**config.mk**
```make
export PLATFORM = sky130hd
export DESIGN_NAME = nbc_div
export DESIGN_NICKNAME = d
export VERILOG_FILES = /design/src/hw/rtl/nbc_pkg.sv /design/src/hw/rtl/nbc_div.sv
export SDC_FILE = /design/constraint.sdc
export NUM_CORES = 1
export LEC_CHECK = 0
export ABC_AREA = 1
export BUFFER_PORTS_ARGS = -buffer_cell sky130_fd_sc_hd__buf_2
export CORE_MARGIN = 3
export CORE_UTILIZATION = 40
export CTS_CLUSTER_SIZE = 28
export DETAILED_ROUTE_END_ITERATION = 6
export GPL_TIMING_DRIVEN = 0
export SYNTH_ARGS = -nofsm -noshare
export SYNTH_HDL_FRONTEND = slang
export SYNTH_SLANG_ARGS = --single-unit
```
**constraint.sdc**
```tcl
create_clock -name aclk -period 8.9 [get_ports aclk]
set_input_delay 0.89 -clock aclk [delete_from_list [all_inputs] [get_ports aclk]]
set_output_delay 0.89 -clock aclk [all_outputs]
set_load 0.005 [all_outputs]
```
**src/hw/rtl/nbc_pkg.sv**
```systemverilog
// ----------------------------------------------------------------------------
// nbc_pkg
// Shared types and constants of the discrete naive Bayes classifier.
// ----------------------------------------------------------------------------
`default_nettype none

package nbc_pkg;

    localparam int Q_FRAC   = 16;
    localparam int Q_W      = Q_FRAC + 1;
    localparam logic [Q_W-1:0] Q_ONE = Q_W'(1) << Q_FRAC;

    localparam int DIV_STEP = 4;
    localparam int DIV_ITER = Q_FRAC / DIV_STEP;

    localparam int CFG_W     = 17;
    localparam int CFG_IDX_W = 2;

    localparam logic [CFG_IDX_W-1:0] CFG_BUCKET_COUNT = 2'd0;
    localparam logic [CFG_IDX_W-1:0] CFG_CLASS_COUNT  = 2'd1;
    localparam logic [CFG_IDX_W-1:0] CFG_MARGIN       = 2'd2;
    localparam logic [CFG_IDX_W-1:0] CFG_UNDECIDED    = 2'd3;

    typedef enum logic [1:0] {
        REQ_TRAIN    = 2'd0,
        REQ_CLASSIFY = 2'd1,
        REQ_CLEAR    = 2'd2,
        REQ_NONE     = 2'd3
    } req_t;

endpackage

`default_nettype wire

```
**src/hw/rtl/nbc_div.sv**
```systemverilog
// ----------------------------------------------------------------------------
// nbc_div
// Iterative likelihood divider: count * 2^16 / total, saturated to one, zero for a zero total.
// ----------------------------------------------------------------------------
`default_nettype none

module nbc_div #(
    parameter int COUNT_WIDTH = 16
) (
    input  wire logic                   aclk,
    input  wire logic                   aresetn,
    input  wire logic                   start,
    input  wire logic [COUNT_WIDTH-1:0] count,
    input  wire logic [COUNT_WIDTH-1:0] total,
    output logic                        done,
    output logic [nbc_pkg::Q_W-1:0]     factor
);
    import nbc_pkg::*;

    localparam int CNT_W = (DIV_ITER > 1) ? $clog2(DIV_ITER) : 1;

    logic                   busy_reg;
    logic                   done_reg;
    logic [CNT_W-1:0]       cnt_reg;
    logic [COUNT_WIDTH-1:0] rem_reg;
    logic [COUNT_WIDTH-1:0] den_reg;
    logic [Q_FRAC-1:0]      quo_reg;
    logic [Q_W-1:0]         factor_reg;

    logic [COUNT_WIDTH-1:0] rem_next;
    logic [Q_FRAC-1:0]      quo_next;

    always_comb begin
        logic [COUNT_WIDTH:0] shifted;
        rem_next = rem_reg;
        quo_next = quo_reg;
        for (int i = 0; i < DIV_STEP; i++) begin
            shifted  = {rem_next, 1'b0};
            quo_next = {quo_next[Q_FRAC-2:0], 1'b0};
            if (shifted >= {1'b0, den_reg}) begin
                shifted     = shifted - {1'b0, den_reg};
                quo_next[0] = 1'b1;
            end
            rem_next = shifted[COUNT_WIDTH-1:0];
        end
    end

    always_ff @(posedge aclk) begin
        if (!aresetn) begin
            busy_reg <= 1'b0;
            done_reg <= 1'b0;
            cnt_reg  <= '0;
        end else begin
            done_reg <= 1'b0;
            if (start) begin
                if (total == '0) begin
                    factor_reg <= '0;
                    done_reg   <= 1'b1;
                end else if (count >= total) begin
                    factor_reg <= Q_ONE;
                    done_reg   <= 1'b1;
                end else begin
                    busy_reg <= 1'b1;
                    cnt_reg  <= '0;
                    rem_reg  <= count;
                    den_reg  <= total;
                    quo_reg  <= '0;
                end
            end else if (busy_reg) begin
                rem_reg <= rem_next;
                quo_reg <= quo_next;
                cnt_reg <= cnt_reg + 1'b1;
                if (cnt_reg == CNT_W'(DIV_ITER - 1)) begin
                    busy_reg   <= 1'b0;
                    done_reg   <= 1'b1;
                    factor_reg <= {1'b0, quo_next};
                end
            end
        end
    end

    assign done   = done_reg;
    assign factor = factor_reg;

endmodule

`default_nettype wire

```
==> flow_summary_export.csv <==
group,metric,value,unit
layout,largest_reg_flops,17,
cts,clock_latency,330,ps
run_status,outcome,"finished, final reports clean",
layout,final_cell_mix,"285 x nand2_1, 167 x inv_1, 76 x ha_1, 61 x edfxtp_1, 58 x a21oi_1",
layout,multi_input_area,4521,µm²
logic_synthesis,synth_area_leaders,"edfxtp_1 26%, nand2_1 15%, ha_1 14%",
logic_synthesis,synthCells,1003,
cts,clockBufferDepth,2,
timing,hold_viol_final,0,
setup_path,crit_end,"rem_reg[8]$_DFFE_PP_",
setup_path,critPathLaunchType,"flop",
layout,syn2layout_area_growth,14.23,%
logic_synthesis,ys_dominant_reg_cell,"edfxtp_1",
timing,finalCritPeriodShare,0.9329,
layout,drive_gt1_frac,0.1671,
logic_synthesis,syn_area,7166,µm²
logic_synthesis,yosysWarningCount,0,
logic_synthesis,synthDistinctLibCells,50,
logic_synthesis,avgSynthCellArea,7.144,µm²
cts,path_clk_slew,60,ps
routing,wl_per_cell,15.74,µm
cts,cts_htree_levels,3,
cts,tritoncts,"done",
setup_path,max_stage_delay,370,ps
logic_synthesis,synth_seq_area_share,0.2668,
setup_path,cpMaxStageDelayCell,"ha_1",
floorplanning,dieArea,19560,µm²
cts,cts_buffers,9,
routing,vias,6585,
layout,utilization,0.4700,
floorplanning,rows,48,
global_routing,grt_pass1_vias,6253,
setup_path,cpMostUsedCell,"nand2_1",
cts,clock-sinks,65,
global_routing,grt_max_degree,21,
setup_path,crit_type,"reg2reg",
timing,setup_viol,0,
routing,drtAntennaViolNets,0,
timing,worstMarginPinSlew,849.0,ps
cts,clockRootBuffer,"clkbuf_16",
run,cap_violations,0,
placed_design,dp_hpwl,16610,µm
global_routing,antenna_found_initial,0,
timing,period_needed,8302,ps
setup_path,cp.arrival,8370,ps
floorplanning,io_pins,53,
layout,seqCellArea,1912,µm²
timing,slew_viol_final,0,
routing,vias_per_cell,5.034,
logic_synthesis,synth.top_cell.area_share,0.2556,
routing,drtIter0Drc,538,
floorplanning,fp.dieW,139.8,µm
timing,fin_setup_tns,0,ps
min_path,hold_class,"reg2reg",
floorplanning,die_y,139.8,µm
global_routing,grt_pass1_wl,32300,µm
setup_path,cp_max_fo,10,
floorplanning,core,17420,µm²
setup_path,reg2reg_depth,50,
placed_design,port_buffers,52,
layout,nFillCells,1816,
layout,fin_nets,1192,
setup_path,worstSetupEndpointType,"flop",
logic_synthesis,yosys_register_bits,65,
setup_path,r2r-start,"den_reg[9]$_DFFE_PP_",
timing,hold_ws,457.1,ps
logic_synthesis,ys_async_sr_fraction,0,
logic_synthesis,yosys.area.top_type,"edfxtp_1",
routing,drc_errors,0,
placed_design,gp_congestion,0.8963,
setup_path,worstPathRequired,8970,ps
routing,wirelength,20580,µm
logic_synthesis,syn_nets,1117,
timing,fmax,120.4,MHz
timing,slew_headroom,0.4334,
placed_design,placed_cell_area,7725,µm²
min_path,holdPathStages,1,
routing,dr.pass1.iters,5,
logic_synthesis,synth-edff-count,61,
global_routing,overflow,0,
setup_path,crit-reg2reg-capture,"rem_reg[8]$_DFFE_PP_",
cts,cts_hold_buf,0,
timing,clock_skew,6.464,ps
floorplanning,start_util,0.4114,
setup_path,startpoint,"den_reg[9]$_DFFE_PP_",
layout,final_common_cell,"nand2_1",
layout,n_antenna_cell,0,
layout,final_area,8185,µm²
global_routing,grt_usage,0.2078,
min_path,hold_path_startpoint,"cnt_reg[0]$_SDFFE_PN0P_",
setup_path,r2r_slack,600,ps
Yosys cell counts (all sizes together) (2+ instances only):
cell type  count
buf           13
edfxtp        61
or2            2
nand2        312
nand4         29
ha            78
xor2          23
a31oi          4
a21o           4
clkbuf         5
nand3         82
xnor2         25
inv          178
o21ai         30
nand3b         4
nor3           7
and2           3
o211ai         2
nor2          60
o21bai         2
a21oi         61
nor4           4
dfxtp          4
repair_timing:
item | in CTS | in global routing
pin swaps | 1 | 2
endpoints found under the setup margin | 18 | 18
buffers inserted | 2 | 10
gates cloned | 0 | 0
resized for setup | 6 | 31
metrics by stage:
step           cells  setup WS [ps]
2_1_floorplan   1003           1745
3_3_place_gp    1280         -195.4
3_5_place_dp    1281         -276.2
4_1_cts         1298          73.75
5_1_grt         1308        -0.3242
6_report        1308          597.6
logic make-up after synthesis:
group	after synthesis	synth area share
xor+xnor	48	0.05867
flops	65	0.2668
buf+inv	197	0.1107
compound gates	111	0.08661
simple gates	503	0.3382
fa+ha+maj	79	0.1390
critical path, delay by kind of cell, from the launching register on:
family / cells / cell delay [ps]
fa+ha+maj: 4 / 1440
flops: 1 / 360
buf+inv: 11 / 1650
compound gates: 9 / 1650
simple gates: 26 / 2870
layer usage:
metal	global-route usage	up-vias	routed length [µm]
met5	0	-	0
met4	0.04589	0	276
met3	0.03230	19	796
met2	0.3403	143	9502
met1	0.2906	3000	10010
li1	-	3423	-
final cells by class:
| type | instances | area share |
|---|---|---|
| tap | 225 | 0.03439 |
| multi-input combinational | 741 | 0.5523 |
| clock buffer | 10 | 0.02797 |
| inverter | 179 | 0.08438 |
| buffer | 17 | 0.01452 |
| sequential | 65 | 0.2336 |
| clock inverter | 6 | 0.008254 |
| timing repair buffer | 65 | 0.04463 |
worst min-delay path by stage:
stage | slack (ps) | endpoint
2_1_floorplan | 430 | cnt_reg[0]$_SDFFE_PN0P_
3_3_place_gp | 450 | cnt_reg[0]$_SDFFE_PN0P_
3_5_place_dp | 450 | cnt_reg[0]$_SDFFE_PN0P_
4_1_cts | 460 | cnt_reg[0]$_SDFFE_PN0P_
5_1_grt | 500 | busy_reg$_SDFFE_PN0P_
6_report | 460 | cnt_reg[0]$_SDFFE_PN0P_
Power is left out: the tool's default activity adds up to more than one toggle a clock period on the data nets, which glitch-free logic cannot reach.
